**config.mk**
```make
export PLATFORM = sky130hd
export DESIGN_NAME = command_line_tokenizer_core
export DESIGN_NICKNAME = d
export VERILOG_FILES = /design/src/clt_pkg.sv /design/src/clt_step.sv /design/src/command_line_tokenizer_core.sv
export VERILOG_INCLUDE_DIRS = /design/src /design/src/src
export SDC_FILE = /design/constraint.sdc
export NUM_CORES = 1
export LEC_CHECK = 0
export BUFFER_PORTS_ARGS = -buffer_cell sky130_fd_sc_hd__buf_2
export CELL_PAD_IN_SITES_DETAIL_PLACEMENT = 1
export CELL_PAD_IN_SITES_GLOBAL_PLACEMENT = 1
export CORE_ASPECT_RATIO = 1.2
export CORE_MARGIN = 2
export CORE_UTILIZATION = 39
export CTS_CLUSTER_SIZE = 8
export DETAILED_ROUTE_END_ITERATION = 7
export PLACE_DENSITY = 0.74
export SLEW_MARGIN = 20
export SYNTH_ARGS = -nofsm -noshare
export SYNTH_HDL_FRONTEND = slang
export SYNTH_SLANG_ARGS = --single-unit
```
**constraint.sdc**
```tcl
create_clock -name i_clk -period 2.6 [get_ports i_clk]
set_clock_uncertainty 0.05 [all_clocks]
set_input_delay 0.52 -clock i_clk [delete_from_list [all_inputs] [get_ports i_clk]]
set_output_delay 0.52 -clock i_clk [all_outputs]
set_load 0.05 [all_outputs]
```
**src/command_line_tokenizer_core_assert.svh**
```systemverilog
// Assertion macros for the command line tokenizer.
// Included by RTL files that carry concurrent checks; no other dependencies.
`ifndef COMMAND_LINE_TOKENIZER_CORE_ASSERT_SVH
`define COMMAND_LINE_TOKENIZER_CORE_ASSERT_SVH
`ifndef NO_ASSERTIONS
// same-cycle implication, disabled while reset is asserted
`define CLT_ASSERT_NOW(name, clk, rst_n, ante, cons) \
    name: assert property (@(posedge clk) disable iff (!(rst_n)) (ante) |-> (cons)) \
        else $error("clt check failed");
// next-cycle implication, disabled while reset is asserted
`define CLT_ASSERT_NEXT(name, clk, rst_n, ante, cons) \
    name: assert property (@(posedge clk) disable iff (!(rst_n)) (ante) |=> (cons)) \
        else $error("clt check failed");
`else
`define CLT_ASSERT_NOW(name, clk, rst_n, ante, cons)
`define CLT_ASSERT_NEXT(name, clk, rst_n, ante, cons)
`endif
`endif

```
**src/clt_pkg.sv**
```systemverilog
// Shared types and constants for the command line tokenizer.
// No dependencies.
`timescale 1ns / 1ps

package clt_pkg;

    localparam logic [7:0] SPACE_CHAR = 8'd32;
    localparam logic [7:0] NUL_CHAR   = 8'd0;

    localparam logic KIND_CHAR    = 1'b0;
    localparam logic KIND_SUMMARY = 1'b1;

    // one result beat
    typedef struct packed {
        logic       kind;
        logic [2:0] arg_index;
        logic [4:0] char_pos;
        logic [7:0] char_value;
        logic [3:0] arg_count;
        logic       truncated;
    } t_result;

endpackage

```
**src/clt_step.sv**
```systemverilog
// Per-character tokenizer step: next state and optional result beat.
// Depends on clt_pkg.
`timescale 1ns / 1ps

module clt_step
    import clt_pkg::*;
#(
    parameter int MAX_ARGS     = 8,
    parameter int ARG_CAPACITY = 32,
    parameter int AW           = 4,
    parameter int LW           = 5
) (
    input  logic [7:0]    i_ch,
    input  logic          i_end_of_line,
    input  logic [AW-1:0] i_args,
    input  logic          i_inside,
    input  logic [LW-1:0] i_len,
    input  logic          i_lost,
    output logic [AW-1:0] o_args,
    output logic          o_inside,
    output logic [LW-1:0] o_len,
    output logic          o_lost,
    output logic          o_res_valid,
    output t_result       o_res
);

    localparam logic [AW-1:0] ARGS_MAX = AW'(MAX_ARGS);
    localparam logic [LW:0]   CAP      = (LW+1)'(ARG_CAPACITY);

    logic          store;
    logic [LW-1:0] len_cur;
    logic [31:0]   pos_w;
    logic [31:0]   idx_w;
    logic [31:0]   cnt_w;

    always_comb begin
        o_args      = i_args;
        o_inside    = i_inside;
        o_len       = i_len;
        o_lost      = i_lost;
        o_res_valid = 1'b0;
        o_res       = '0;
        store       = 1'b0;
        len_cur     = i_len;
        cnt_w       = 32'(i_args);
        pos_w       = '0;
        idx_w       = '0;

        if (i_end_of_line) begin
            o_res_valid     = 1'b1;
            o_res.kind      = KIND_SUMMARY;
            o_res.arg_count = cnt_w[3:0];
            o_res.truncated = i_lost;
            o_args          = '0;
            o_inside        = 1'b0;
            o_len           = '0;
            o_lost          = 1'b0;
        end else if (i_ch != NUL_CHAR) begin
            if (!i_inside) begin
                if (i_ch != SPACE_CHAR && i_args < ARGS_MAX) begin
                    // new argument begins
                    o_args   = i_args + AW'(1);
                    o_inside = 1'b1;
                    len_cur  = '0;
                    store    = 1'b1;
                end
            end else if (i_ch == SPACE_CHAR && i_args < ARGS_MAX) begin
                o_inside = 1'b0;
            end else begin
                store = 1'b1;
            end

            if (store) begin
                if (({1'b0, len_cur} + (LW+1)'(1)) < CAP) begin
                    pos_w            = 32'(len_cur);
                    idx_w            = 32'(o_args) - 32'd1;
                    o_res_valid      = 1'b1;
                    o_res.kind       = KIND_CHAR;
                    o_res.arg_index  = idx_w[2:0];
                    o_res.char_pos   = pos_w[4:0];
                    o_res.char_value = i_ch;
                    o_len            = len_cur + LW'(1);
                end else begin
                    o_len  = len_cur;
                    o_lost = 1'b1;
                end
            end
        end
    end

endmodule

```
**src/command_line_tokenizer_core.sv**
```systemverilog
// Command line tokenizer top level: input register, step logic, result register.
// Depends on clt_pkg, clt_step and command_line_tokenizer_core_assert.svh.
//
//   channel | direction | handshake               | payload
//   --------+-----------+-------------------------+----------------------------------
//   in      | to core   | i_in_valid / o_in_stall | i_ch, i_end_of_line
//   out     | from core | o_out_valid/i_out_stall | o_kind .. o_truncated
//
// One beat per cycle sustained unless the output stalls; a beat passes the input
// register, then the result register. The tokenizer state updates in the same cycle
// that a beat leaves the input register, so the next character sees it directly.
// Reset is synchronous and active low; it clears state and both valid flags.
// o_in_stall rises only when the input register holds a beat and the result
// register is full and stalled downstream.
`timescale 1ns / 1ps
`include "command_line_tokenizer_core_assert.svh"

module command_line_tokenizer_core
    import clt_pkg::*;
#(
    parameter int MAX_ARGS     = 8,
    parameter int ARG_CAPACITY = 32
) (
    input  logic       i_clk,
    input  logic       i_rst_n,
    // input channel
    input  logic       i_in_valid,
    output logic       o_in_stall,
    input  logic [7:0] i_ch,
    input  logic       i_end_of_line,
    // output channel
    output logic       o_out_valid,
    input  logic       i_out_stall,
    output logic       o_kind,
    output logic [2:0] o_arg_index,
    output logic [4:0] o_char_pos,
    output logic [7:0] o_char_value,
    output logic [3:0] o_arg_count,
    output logic       o_truncated
);

    // r_args must hold MAX_ARGS itself; token length tops out at ARG_CAPACITY-1
    localparam int AW = $clog2(MAX_ARGS + 1);
    localparam int LW = $clog2(ARG_CAPACITY);

    // input register
    logic       r_in_valid;
    logic [7:0] r_in_ch;
    logic       r_in_eol;

    // tokenizer state
    logic [AW-1:0] r_args,   n_args;
    logic          r_inside, n_inside;
    logic [LW-1:0] r_len,    n_len;
    logic          r_lost,   n_lost;

    // result register
    logic    r_out_valid;
    t_result r_out;

    logic    res_valid;
    t_result res;
    logic    advance;
    logic    in_accept;

    // the result stage moves when it is empty or its beat is being taken
    assign advance    = !r_out_valid || !i_out_stall;
    assign o_in_stall = r_in_valid && !advance;
    assign in_accept  = i_in_valid && !o_in_stall;

    clt_step #(
        .MAX_ARGS     (MAX_ARGS),
        .ARG_CAPACITY (ARG_CAPACITY),
        .AW           (AW),
        .LW           (LW)
    ) u_step (
        .i_ch          (r_in_ch),
        .i_end_of_line (r_in_eol),
        .i_args        (r_args),
        .i_inside      (r_inside),
        .i_len         (r_len),
        .i_lost        (r_lost),
        .o_args        (n_args),
        .o_inside      (n_inside),
        .o_len         (n_len),
        .o_lost        (n_lost),
        .o_res_valid   (res_valid),
        .o_res         (res)
    );

    // input register: load on accept, drain when the step consumes it
    always_ff @(posedge i_clk) begin
        if (!i_rst_n) begin
            r_in_valid <= 1'b0;
        end else if (in_accept) begin
            r_in_valid <= 1'b1;
        end else if (advance) begin
            r_in_valid <= 1'b0;
        end
    end

    always_ff @(posedge i_clk) begin
        if (in_accept) begin
            r_in_ch  <= i_ch;
            r_in_eol <= i_end_of_line;
        end
    end

    // state and result update together when a beat passes through the step
    always_ff @(posedge i_clk) begin
        if (!i_rst_n) begin
            r_args      <= '0;
            r_inside    <= 1'b0;
            r_len       <= '0;
            r_lost      <= 1'b0;
            r_out_valid <= 1'b0;
        end else if (advance) begin
            r_out_valid <= r_in_valid && res_valid;
            if (r_in_valid) begin
                r_args   <= n_args;
                r_inside <= n_inside;
                r_len    <= n_len;
                r_lost   <= n_lost;
            end
        end
    end

    always_ff @(posedge i_clk) begin
        if (advance && r_in_valid && res_valid) begin
            r_out <= res;
        end
    end

    assign o_out_valid  = r_out_valid;
    assign o_kind       = r_out.kind;
    assign o_arg_index  = r_out.arg_index;
    assign o_char_pos   = r_out.char_pos;
    assign o_char_value = r_out.char_value;
    assign o_arg_count  = r_out.arg_count;
    assign o_truncated  = r_out.truncated;

    // checks
    `CLT_ASSERT_NOW(a_args_bound, i_clk, i_rst_n, 1'b1, r_args <= AW'(MAX_ARGS))
    `CLT_ASSERT_NOW(a_len_bound, i_clk, i_rst_n, 1'b1, ({1'b0, r_len} < (LW+1)'(ARG_CAPACITY)))
    `CLT_ASSERT_NOW(a_inside_has_arg, i_clk, i_rst_n, r_inside, r_args != '0)
    `CLT_ASSERT_NEXT(a_eol_clears, i_clk, i_rst_n, advance && r_in_valid && r_in_eol, r_args == '0 && !r_inside && !r_lost && r_out_valid)
    `CLT_ASSERT_NOW(a_summary_fields, i_clk, i_rst_n, r_out_valid && r_out.kind == KIND_SUMMARY, r_out.char_value == NUL_CHAR && r_out.char_pos == '0)

endmodule

```
### Word level (Yosys, flattened, before mapping)

Index checks and enable logic that the tools add are counted.

| word-level totals | value |
|---|---|
| bits in registers | 44 |
| input bits | 13 |
| output and inout port bits | 24 |
| logic and storage cells | 79 |

| cells by class | value |
|---|---|
| add/sub/neg operators | 4 |
| $lt $le $gt $ge | 2 |
| equality and inequality tests | 3 |
| muxes and demuxes | 33 |
| bitwise operators | 3 |
| reduce and logical (&&, ||, !) cells | 20 |

Operator list:

| operator | count |
|---|---|
| 2-to-1 mux 5 bit | 8 |
| 2-to-1 mux 17 bit | 2 |
| 2-to-1 mux 4 bit | 6 |
| 2-to-1 mux 1 bit | 16 |
| 2-to-1 mux 16 bit | 1 |
| == test 8 x 6 -> 1 bit, second input constant | 1 |
| inequality test 8 x 6 -> 1 bit, second input constant | 1 |
| nonzero test 8 bit | 1 |
| logical AND 1 bit | 7 |
| adder 5 x 1 -> 6 bit, second input constant | 1 |
| less-than comparator 6 bit, second input constant | 1 |
| nonzero test 2 bit | 3 |
| adder 5 x 1 -> 5 bit, second input constant | 1 |
| AND reduction 5 bit | 1 |
| adder 4 x 1 -> 4 bit, second input constant | 1 |
| logical NOT 1 bit | 4 |
| less-than comparator 4 bit, second input constant | 1 |
| AND reduction 4 bit | 1 |
| OR reduction 4 bit | 1 |
| NOT 1 bit | 3 |
| AND reduction 3 bit | 1 |
| subtractor 3 x 1 -> 3 bit, second input constant | 1 |
| inequality test 2 bit, second input constant | 1 |
| logical OR 1 bit | 1 |

### Logic depth before layout (Yosys ltp)

Gate-level depths: netlist (run 1).

| logic depth | value |
|---|---|
| word-level depth | 13 |
| gate-level depth with buffers | 9 |
| depth with buffers taken out | 7 |

### Hierarchy

Synthesis (run 1) repeated with hierarchy kept, for this count alone.

| second synthesis, totals | value |
|---|---|
| cell total of the unflattened synthesis | 182 |
| area total of the unflattened synthesis | 2174.6 um^2 |

Modules (own cells, without submodules):

| module | instances | cells an instance | area each (um^2) | seq. area each (um^2) |
|---|---|---|---|---|
| command_line_tokenizer_core | 1 | 88 | 1460.2 | 1191.1 |
| clt_step | 1 | 94 | 714.4 | 0.0 |

### Least setup slack after synthesis (run 1)

Ideal clock, no wire load.

| timing | value |
|---|---|
| path kind | reg2reg |
| from | register r_in_ch[5] |
| to | register r_out, in the netlist o_arg_count[0] (enable) |
| setup time | 408 ps |
| data arrival time | 2112 ps |
| required time | 2142 ps |
| slack | 30 ps |
| stages on the path, launching flop included | 6 |
| path buffers | 1 |
| period minus slack after synthesis | 2570 ps |
| cell sequence | edfxtp_1 > or4b_1 > o21a_1 > buf_6 > o21ai_0 > a21oi_1 |

| between the ends | value |
|---|---|
| longest elaborated chain between the ends | 13 |
| elaborated cells between the ends (all ways) | 21 |
| classes of those cells | 1 x add/sub; 1 x order compare; 2 x eq/ne; 13 x mux; 4 x reduce/logical |

RTL lines:

| item | RTL line | RTL |
|---|---|---|
| from (decl) | command_line_tokenizer_core.sv:48 | `logic [7:0] r_in_ch;` |
| from (signal assigned) | command_line_tokenizer_core.sv:104 | `r_in_ch <= i_ch;` |
| inequality test 8 x 6 -> 1 bit | clt_step.sv:60 | `if (i_ch != SPACE_CHAR && i_args < ARGS_MAX) begin` |
| logical AND 1 bit | clt_step.sv:60 |  |
| 2-to-1 mux 5 bit | clt_step.sv:60 |  |
| 2-to-1 mux 5 bit | clt_step.sv:59 | `if (!i_inside) begin` |
| 2-to-1 mux 5 bit | clt_step.sv:58 | `end else if (i_ch != NUL_CHAR) begin` |
| 2-to-1 mux 5 bit | clt_step.sv:49 | `if (i_end_of_line) begin` |
| adder 5 x 1 -> 6 bit | clt_step.sv:74 | `if (({1'b0, len_cur} + (LW+1)'(1)) < CAP) begin` |
| less-than comparator 6 bit | clt_step.sv:74 |  |
| 2-to-1 mux 1 bit | clt_step.sv:74 |  |
| 2-to-1 mux 1 bit | clt_step.sv:73 | `if (store) begin` |
| 2-to-1 mux 1 bit * | clt_step.sv:58 |  |
| 2-to-1 mux 1 bit * | clt_step.sv:49 |  |
| logical AND 1 bit * | command_line_tokenizer_core.sv:129 | `if (advance && r_in_valid && res_valid) begin` |
| to (signal assigned) | command_line_tokenizer_core.sv:130 | `r_out <= res;` |
| to (decl) | command_line_tokenizer_core.sv:59 | `t_result r_out;` |

Every way passes the cells marked *; elsewhere a longest branch is shown, timed or not. The select of a mux whose other input is x is not followed.
A chain may end at the register's enable or synchronous reset.

### Worst setup path in the final report (run 1)

| timing | value |
|---|---|
| from | register r_in_ch[4] |
| to | register r_out, in the netlist o_arg_index[2] (data pin) |

| between the ends | value |
|---|---|
| longest elaborated chain between the ends | 10 |
| elaborated cells between the ends (all ways) | 25 |
| classes of those cells | 2 x add/sub; 1 x order compare; 2 x eq/ne; 13 x mux; 3 x bitwise; 4 x reduce/logical |

RTL lines:

| item | RTL line |
|---|---|
| inequality test 8 x 6 -> 1 bit | clt_step.sv:60 |
| logical AND 1 bit | clt_step.sv:60 |
| 2-to-1 mux 5 bit | clt_step.sv:60 |
| 2-to-1 mux 5 bit | clt_step.sv:59 |
| 2-to-1 mux 5 bit | clt_step.sv:58 |
| 2-to-1 mux 5 bit | clt_step.sv:49 |
| adder 5 x 1 -> 6 bit | clt_step.sv:74 |
| less-than comparator 6 bit | clt_step.sv:74 |
| NOT 1 bit (no line) | n/a |
| OR reduction 4 bit (no line) | n/a |

Several ways; a longest one is shown, not always the timed one. The select of a mux whose other input is x is not followed.

==> impl_metrics.csv, run 1 <==
group,metric,value,unit
worst_setup_path,cp-start-kind,"flop",
routing,wire_per_inst,17.9,um
synth,yosysMostFrequentCell,"edfxtp_1",
timing,rsz0062_at_grt,"false",
clocking,cts_tree,"done",
floorplan,die_w,69.1,um
placement,dp_hpwl,3590,um
clocking,hold_buffers,0,
cells_and_area,seqCellArea,0.00119,sq mm
clocking,cts_root_buffer,"clkbuf_8",
placement,dp_slack,0.0541,ns
placement,place_area,0.00226,sq mm
timing,period_needed,2.49,ns
global_routing,antenna_found_initial,0,
synth,synthDistinctLibCells,41,
worst_setup_path,crit_chain,"or4b_1, o21a_1, mux2i_1, ha_1, xnor2_2, xnor2_1, nor3_1",
job,maxCapViolCount,0,
worst_setup_path,crit_path_end_kind,"flop",
worst_setup_path,path_class,"reg -> reg",
worst_setup_path,worstPathRequired,2.58,ns
global_routing,grt_pass1_vias,1627,
floorplan,die_area,0.00567,sq mm
clocking,post_cts_buffers,0,
placement,io_buffers,36,
cells_and_area,fin_area,0.00239,sq mm
outcome,status,"finished clean",
power_and_ir_drop,powerDensity,630,mW/mm^2
synth,synth_edf_count,31,
clocking,numCtsBuffers,5,
timing,setup_slack,0.114,ns
synth,synth.avg_cell_area,11.8,sq um
global_routing,grt_overflow,0,
global_routing,grt_max_degree,23,
routing,drt-vias-per-instance,5.68,
synth,async_reset_ff_share,0,%
timing,max_slew_margin,61.1,%
floorplan,core_area,0.00490,sq mm
worst_setup_path,slowest_delay,0.61,ns
synth,synth_top_cell_by_area,"edfxtp_1",
synth,seq_area_frac_synth,60.1,%
clocking,clk_pin_slew,0.09,ns
cells_and_area,fillers,555,
clocking,cts_resized,0,
routing,drt_iter0_markers,143,
synth,ys_warn_count,0,
clocking,cts_sinks,44,
worst_setup_path,cpMaxStageDelayCell,"or4b_1",
synth,yosys-top-cells-area,"edfxtp_1 (47%), dfxtp_1 (13%), and2_1 (5.7%)",
routing,vias,1556,
placement,place_congestion,0.933,
placement,placed_cells,266,
cells_and_area,diodes,0,
worst_setup_path,cp.arrival,2.47,ns
routing,route.final.wire_length,4890,um
routing,ant_nets,0,
timing,setup_viol,0,
cells_and_area,final_layout_size_suffix_gt1_share,27.1,%
synth,yosys.area.top_type_share,46.9,%
synth,synth_nets,184,
worst_setup_path,crit_fanout,4,
cells_and_area,synthToLayoutAreaGrowth,20.5,%
global_routing,grt_use_total,18.4,%
cells_and_area,multiInputGateArea,753,sq um
synth,ys_top_cells_by_count,"edfxtp_1 (31), and2_1 (18), dfxtp_1 (13)",
clocking,clockBufferDepth,2,
floorplan,fp-row-count,28,
clocking,cts_max_level,2,
cells_and_area,finalNetCount,229,
synth,synth_seq_cells,44,
worst_hold_path,worstHoldPathCells,1,
power_and_ir_drop,p_leak,0.883,nW
synth,synthesis.area,0.00198,sq mm
timing,worstMarginPinSlew,0.584,ns
synth,syn_inst,168,
timing,hold_viol_final,0,
power_and_ir_drop,ir_worst_vdd,0.284,mV
routing,drc,0,
cells_and_area,final_cells,274,
power_and_ir_drop,power.total,1.51,mW
floorplan,initial_core_util,40.4,%
clocking,clk_latency,0.31,ns
timing,drv_slew,0,
timing,tns,0,ns
worst_hold_path,hold_path.class,"in -> reg",
synth,synth_top_flop_cell,"edfxtp_1",
floorplan,io_pins,37,
timing,finalCritPeriodShare,95.6,%
routing,first_pass_iters,5,
timing,max_clock_freq,0.402,GHz
worst_setup_path,worstRegToRegCells,7,
floorplan,fp.dieH,82.1,um
global_routing,grt_pass1_wl,8140,um
==> path summary, 6_finish.rpt <==
| kind | startpoint | endpoint | slack [ns] |
|---|---|---|---|
| hold reg to reg | r_inside$_SDFFE_PN0P_ | r_inside$_SDFFE_PN0P_ | 0.45 |
| hold / removal | i_ch[4] | r_in_ch[4]$_DFFE_PP_ | 0.34 |
| setup reg to reg | r_in_ch[4]$_DFFE_PP_ | o_arg_index[2]$_SDFFCE_PP0P_ | 0.11 |
| setup / recovery | r_in_ch[4]$_DFFE_PP_ | o_arg_index[2]$_SDFFCE_PP0P_ | 0.11 |
==> cell type report <==
class / count / area share [%]
flip-flops and latches: 44 / 49.8
clock buffers: 5 / 2.88
clock inverters: 3 / 1.94
inverters: 4 / 0.628
well taps: 60 / 3.14
multi-input cells: 114 / 31.5
repair buffers: 44 / 10.1
==> critical path: cells and delay by family (launching register included) <==
kind	cells	cell delay, ns
mux	1	0.24
xor+xnor	2	0.30
flops	1	0.44
simple gates	2	0.68
compound gates	1	0.26
fa+ha+maj	1	0.24
==> metrics by stage <==
stage               hold WS [ns]  utilization [%]
finish                     0.337             48.7
global placement           0.443             46.1
CTS                        0.325             48.5
global route               0.329             48.7
floorplan                  0.403                -
detailed placement         0.447             46.1
==> state kept, by name (all words and copies together) (netlist names) <==
register,flops
o_char_value,8
o_truncated,1
o_out_valid,1
r_in_ch,8
o_char_pos,5
r_in_valid,1
r_len,5
o_arg_index,3
o_arg_count,4
o_kind,1
r_lost,1
r_inside,1
r_in_eol,1
r_args,4
==> where the power goes <==
group	leakage (nW)	internal, mW	total, mW	switching [mW]
logic	0.425	0.0484	0.166	0.118
registers	0.403	0.780	0.801	0.0204
clock network	0.0548	0.289	0.539	0.249
total	0.883	1.12	1.51	0.388
==> cell families after synthesis <==
family | share of synthesized area (%)
xor+xnor | 1.33
mux | 0.505
compound gates | 14.8
simple gates | 18.7
flops | 60.1
fa+ha+maj | 1.89
buf+inv | 2.71
==> layer usage <==
metal | track usage (%) | share of wire (%) | routed length, um | vias up
met2 | 32.6 | 52 | 2530 | 42
met5 | 0 | 0 | 0 | -
met4 | 9.41 | 3.5 | 172 | 0
met3 | 4.37 | 4.4 | 216 | 14
met1 | 20.9 | 40 | 1980 | 760
li1 | - | - | - | 740
==> cells in the final DEF (no fill, tap or decap), types with 3 or more instances in the layout <==
master / Yosys / final
o21ai_0: 7 / 7
ha_1: 3 / 3
a21oi_1: 8 / 7
and2_1: 18 / 18
dfxtp_1: 13 / 13
a211oi_1: 3 / 3
buf_2: 1 / 36
nor3_1: 5 / 5
nand4_1: 5 / 5
buf_4: 0 / 8
nor2b_1: 3 / 3
nor2_1: 5 / 5
clkbuf_8: 0 / 5
and3_1: 5 / 5
nand3_1: 6 / 6
edfxtp_1: 31 / 31
a41oi_1: 3 / 3
nor4_1: 4 / 4
inv_1: 4 / 4
nand2_1: 10 / 10
Note: power is estimated with default switching activity, not from simulation.
==> run 2, diff against run 1 <==
Settings changed: PLACE_DENSITY 0.74 to 0.76.
==> run 2 against run 1 <==
Non-clock buffer count up 4; wire length down 3.7%; design area down 0.31%; global-route usage down 0.74 points; power down 8.0%; critical endpoint unchanged; largest power group unchanged; register-to-register slack better by 0.12 ns.
==> impl_metrics.csv, run 2 (same netlist as run 1, synthesis figures left out) <==
group,metric,value,unit
outcome,status,"finished clean",
cells_and_area,fin_util,48.6,%
timing,finalCritPeriodShare,91.1,%
power_and_ir_drop,pwr-share-seq,57.6,%
floorplan,fp.dieH,82.1,um
routing,ant_nets,0,
power_and_ir_drop,ir_worst_vdd,0.359,mV
routing,first_pass_iters,4,
worst_setup_path,worstPathRequired,2.58,ns
routing,wire_per_inst,17.0,um
routing,drt-vias-per-instance,5.57,
power_and_ir_drop,powerDensity,581,mW/mm^2
cells_and_area,fillers,573,
timing,setup_viol,0,
power_and_ir_drop,p_leak,0.888,nW
power_and_ir_drop,power.internal,1.02,mW
floorplan,die_area,0.00567,sq mm
timing,hold_viol_final,0,
routing,drt_iter0_markers,76,
routing,vias,1548,
routing,route.final.wire_length,4720,um
global_routing,antenna_found_initial,0,
worst_setup_path,crit_fanout,7,
worst_setup_path,cp-start-kind,"flop",
timing,max_clock_freq,0.422,GHz
timing,worstMarginPinSlew,0.531,ns
timing,rsz0062_at_grt,"false",
timing,drv_slew,0,
floorplan,die_w,69.1,um
cells_and_area,final_cell_mix,"buf_2 (36), edfxtp_1 (31), and2_1 (18)",
clocking,hold_buffers,0,
global_routing,grt_pass1_vias,1622,
placement,place_congestion,0.800,
worst_hold_path,hold_path.class,"in -> reg",
global_routing,grt_pass1_wl,7790,um
global_routing,grt_overflow,0,
floorplan,fp-row-count,28,
clocking,cts_tree,"done",
global_routing,grt_use_total,17.6,%
timing,period_needed,2.37,ns
worst_setup_path,crit_path_end_kind,"flop",
power_and_ir_drop,pwr-share-comb,12.2,%
clocking,clk_latency,0.29,ns
power_and_ir_drop,pwr-share-clk,30.1,%
cells_and_area,final_layout_size_suffix_gt1_share,27.5,%
power_and_ir_drop,power.total,1.38,mW
cells_and_area,final_common_cell,"buf_2",
cells_and_area,synthToLayoutAreaGrowth,20.1,%
cells_and_area,finalNetCount,233,
global_routing,grt_max_degree,17,
worst_setup_path,cp.arrival,2.35,ns
placement,dp_slack,0.133,ns
routing,drc,0,
clocking,cts_root_buffer,"clkbuf_8",
floorplan,core_area,0.00490,sq mm
job,maxCapViolCount,0,
cells_and_area,diodes,0,
clocking,cts_max_level,2,
clocking,numCtsBuffers,5,
timing,max_slew_margin,64.2,%
clocking,clk_pin_slew,0.09,ns
placement,dp_hpwl,3670,um
floorplan,io_pins,37,
clocking,cts_sinks,44,
placement,io_buffers,36,
power_and_ir_drop,switchingPower,0.366,mW
timing,tns,0,ns
timing,setup_slack,0.231,ns
floorplan,initial_core_util,40.4,%
timing,holdWs,0.344,ns
clocking,clockBufferDepth,2,
power_and_ir_drop,netSwitchingFraction,26.4,%
worst_setup_path,rrSetupSlack,0.23,ns
worst_setup_path,path_class,"reg -> reg",
[run 2: changes by cell type in the layout (fill, tap and decap cells not counted), sizes merged]
cell    delta
buf        +4
bufinv     -1
clkbuf     +1
clkinv     +1
inv        -1
[run 2: layout make-up]
cell class	instances	area, sq um	area share (%)
timing repair buffer	48	270	11.3
clock buffer	6	72.6	3.05
clock inverter	2	12.5	0.525
sequential	44	1190	50.0
inverter	4	15.0	0.630
multi-input combinational	114	746	31.3
tap	60	75.1	3.15
[run 2: through the flow]
step | instances | cell area (sq um)
after global placement | 270 | 2290
final | 278 | 2380
after CTS | 278 | 2380
after detailed placement | 270 | 2290
after global routing | 278 | 2380
after floorplan | 168 | 1980
[run 2: worst paths after layout]
kind,startpoint,end,depth (start not counted)
worst min register to register,r_lost$_SDFFE_PN0P_,r_lost$_SDFFE_PN0P_,2
worst max-delay path,r_in_ch[0]$_DFFE_PP_,o_arg_index[2]$_SDFFCE_PP0P_,7
worst max register to register,r_in_ch[0]$_DFFE_PP_,o_arg_index[2]$_SDFFCE_PP0P_,7
worst min-delay path,i_ch[3],r_in_ch[3]$_DFFE_PP_,1
[run 2: what timing repair did]
| action | 4_1_cts | 5_1_grt |
|---|---|---|
| gates resized for setup | 0 | 1 |
| endpoints found under the hold margin | 0 | 0 |
| endpoints found under the setup margin | 0 | 1 |
| buffers inserted | 0 | 0 |
[run 2: power groups by stage]
stage | Sequential [mW] | Clock, mW | Combinational [mW]
after detailed placement | 0.814 | 0 | 0.169
after global placement | 0.813 | 0 | 0.166
after global routing | 0.803 | 0.452 | 0.180
after CTS | 0.799 | 0.425 | 0.170
final | 0.798 | 0.417 | 0.169
after floorplan | 0.868 | 0 | 0.0588
[run 2: metal layers]
| metal | routed length [um] | track usage [%] |
|---|---|---|
| met1 | 1980 | 19.5 |
| met2 | 2530 | 34.1 |
| met3 | 133 | 3.28 |
| met4 | 70 | 6.08 |
| met5 | 0 | 0 |
[run 2: worst max-delay path: stages (launching register included)]
cell and delay (ns):
edfxtp_1 0.43, or4_4 0.59, o21a_1 0.26, xnor2_1 0.23, ha_1 0.20, xnor2_1 0.13, xnor2_1 0.14, nor3_1 0.07
==> run 3, diff against run 2 <==
Settings changed: ABC_AREA from default to 1, CORE_UTILIZATION 39 to 37, PLACE_DENSITY 0.76 to 0.75, SKIP_CTS_REPAIR_TIMING from default to 1.
==> run 3 against run 2 <==
Register-to-register slack about the same; first-iteration DRC count is 14% lower; worst setup slack better by 0.010 ns; critical path depth up 3; die area is 4.4% higher; critical path type unchanged; clock power grew 5.3%; utilization down 4.6 points; clock-buffer cell count unchanged; synthesized area is 0.69% lower.
==> impl_metrics.csv, run 3 <==
group,metric,value,unit
synth,synth_seq_cells,44,
synth,ys_top_cells_by_count,"nand2_1 (40), edfxtp_1 (31), inv_1 (31)",
synth,synth_nets,216,
worst_setup_path,crit_fanout,22,
cells_and_area,fin_area,0.00230,sq mm
timing,finalCritPeriodShare,90.7,%
synth,synth_top_flop_cell,"edfxtp_1",
floorplan,die_w,70.6,um
power_and_ir_drop,pwr-share-seq,55.5,%
clocking,cts_tree,"done",
synth,ys_warn_count,0,
global_routing,grt_use_total,13.8,%
synth,synth_compound_area_share,5.27,%
synth,seq_area_frac_synth,60.5,%
routing,drt-vias-per-instance,4.64,
power_and_ir_drop,switchingPower,0.393,mW
synth,synth_top_cell_by_area,"edfxtp_1",
power_and_ir_drop,ir_worst_vdd,0.302,mV
power_and_ir_drop,netSwitchingFraction,27.3,%
timing,rsz0062_at_grt,"false",
synth,synthDistinctLibCells,24,
clocking,cts_root_buffer,"clkbuf_8",
power_and_ir_drop,powerDensity,626,mW/mm^2
floorplan,fp-row-count,29,
synth,yosys.area.top_type_share,47.3,%
cells_and_area,final_common_cell,"nand2_1",
synth,synth_top_family_by_area,"simple AND/OR/NAND/NOR gates",
power_and_ir_drop,p_leak,1.01,nW
global_routing,grt_overflow,0,
timing,max_clock_freq,0.424,GHz
power_and_ir_drop,pwr-share-comb,14.0,%
placement,place_area,0.00221,sq mm
timing,worstMarginPinSlew,0.827,ns
cells_and_area,finalNetCount,257,
worst_hold_path,hold_path.class,"in -> reg",
clocking,cts_sinks,44,
cells_and_area,final_cell_mix,"nand2_1 (40), buf_2 (36), inv_1 (31), edfxtp_1 (31), nor2_1 (22)",
floorplan,fp.dieH,83.9,um
synth,synth.area.mux_share,0,%
clocking,clk_pin_slew,0.08,ns
routing,drt_iter0_markers,65,
routing,wire_per_inst,12.6,um
floorplan,core_area,0.00523,sq mm
synth,yosysMostFrequentCell,"nand2_1",
timing,max_slew_margin,44.8,%
clocking,clockBufferDepth,2,
routing,ant_nets,0,
outcome,status,"finished clean",
worst_setup_path,cp.arrival,2.22,ns
worst_setup_path,cp-start-kind,"flop",
timing,hold_viol_final,0,
synth,synthAdderAreaFrac,1.91,%
worst_hold_path,min_from,"i_ch[3]",
timing,drv_slew,0,
cells_and_area,diodes,0,
floorplan,initial_core_util,37.7,%
clocking,numCtsBuffers,5,
synth,yosys-top-cells-area,"edfxtp_1 (47%), dfxtp_1 (13%), nand2_1 (7.6%)",
worst_setup_path,path_class,"reg -> reg",
routing,drc,0,
global_routing,antenna_found_initial,0,
placement,io_buffers,36,
placement,dp_hpwl,2880,um
worst_setup_path,worstSetupStartpoint,"r_in_ch[4]$_DFFE_PP_",
global_routing,grt_max_degree,23,
cells_and_area,final_layout_size_suffix_gt1_share,29.3,%
global_routing,grt_pass1_vias,1387,
clocking,clk_latency,0.30,ns
cells_and_area,synthToLayoutAreaGrowth,16.8,%
worst_setup_path,crit_path_end_kind,"flop",
synth,async_reset_ff_share,0,%
worst_setup_path,worstPathRequired,2.47,ns
timing,period_needed,2.36,ns
power_and_ir_drop,power.internal,1.05,mW
timing,tns,0,ns
routing,first_pass_iters,4,
routing,vias,1412,
floorplan,die_area,0.00592,sq mm
job,maxCapViolCount,0,
synth,synth_xor_area_share,1.78,%
synth,synthesis.area,0.00197,sq mm
placement,place_congestion,0.787,
global_routing,grt_pass1_wl,6310,um
synth,synth_edf_count,31,
synth,syn_inst,200,
timing,setup_viol,0,
floorplan,io_pins,37,
worst_setup_path,r2r-start,"r_in_ch[4]$_DFFE_PP_",
power_and_ir_drop,pwr-share-clk,30.5,%
synth,yosys.area_share.simple,22.5,%
synth,synth.avg_cell_area,9.85,sq um
routing,route.final.wire_length,3840,um
clocking,cts_max_level,2,
==> run 3: changes by cell type after synthesis, moves of 7 or more <==
| cell | before | now |
|---|---|---|
| nor2_2 | 0 | 12 |
| inv_1 | 4 | 31 |
| a21oi_1 | 8 | 15 |
| and2_1 | 18 | 0 |
| nor2_1 | 5 | 22 |
| nand2_1 | 10 | 40 |
==> run 3: path summary, 6_finish.rpt <==
| path | end | slack [ns] | depth (start not counted) |
|---|---|---|---|
| worst min-delay path | r_in_ch[3]$_DFFE_PP_ | 0.34 | 1 |
| worst min register to register | r_len[1]$_SDFFE_PN0P_ | 0.42 | 2 |
| worst max-delay path | o_char_pos[4]$_SDFFCE_PP0P_ | 0.24 | 10 |
| worst max register to register | o_char_pos[4]$_SDFFCE_PP0P_ | 0.24 | 10 |
==> run 3: cell families after synthesis <==
| family | Yosys count |
|---|---|
| simple gates | 91 |
| flops | 44 |
| buf+inv | 38 |
| compound gates | 20 |
| xor+xnor | 4 |
| fa+ha+maj | 3 |
==> run 3: final cells by class <==
cell class	instances	area [sq um]
flip-flops and latches	44	1190
inverters	35	131
fillers	648	2930
clock buffers	6	82.6
clock inverters	2	10.0
well taps	62	77.6
repair buffers	37	188
multi-input cells	118	619
==> run 3: worst max-delay path, cell delays in order (launching register included) <==
cell      delay (ns)
edfxtp_1        0.38
inv_2           0.09
nand2_1         0.05
nor2_1          0.14
nand2_2         0.10
nand2_4         0.14
nand2_2         0.12
nor2_2          0.13
nand2_2         0.14
o21ai_1         0.23
inv_1           0.41
==> run 3: power groups by stage <==
stage / clock network (mW) / logic, mW / registers (mW)
2_1_floorplan: 0 / 0.0893 / 0.882
3_3_place_gp: 0 / 0.200 / 0.814
3_5_place_dp: 0 / 0.205 / 0.815
4_1_cts: 0.458 / 0.206 / 0.799
5_1_grt: 0.478 / 0.220 / 0.802
6_report: 0.439 / 0.202 / 0.798
==> run 3: through the flow <==
stage	hold WS (ns)	util [%]	instances	power (mW)	setup WS (ns)
detailed placement	0.411	42.2	296	1.02	0.199
global placement	0.406	42.2	296	1.01	0.297
global route	0.328	44.0	304	1.50	0.00513
floorplan	0.390	-	200	0.971	0.460
CTS	0.330	44.0	304	1.46	0.176
finish	0.343	44.0	304	1.44	0.241
==> run 3: per-layer routing <==
layer  GRT usage [%]  part of all wire, %
met5               0                    0
met4            6.35                  2.0
met3            3.74                  3.9
met2            23.9                   52
met1            15.6                   42
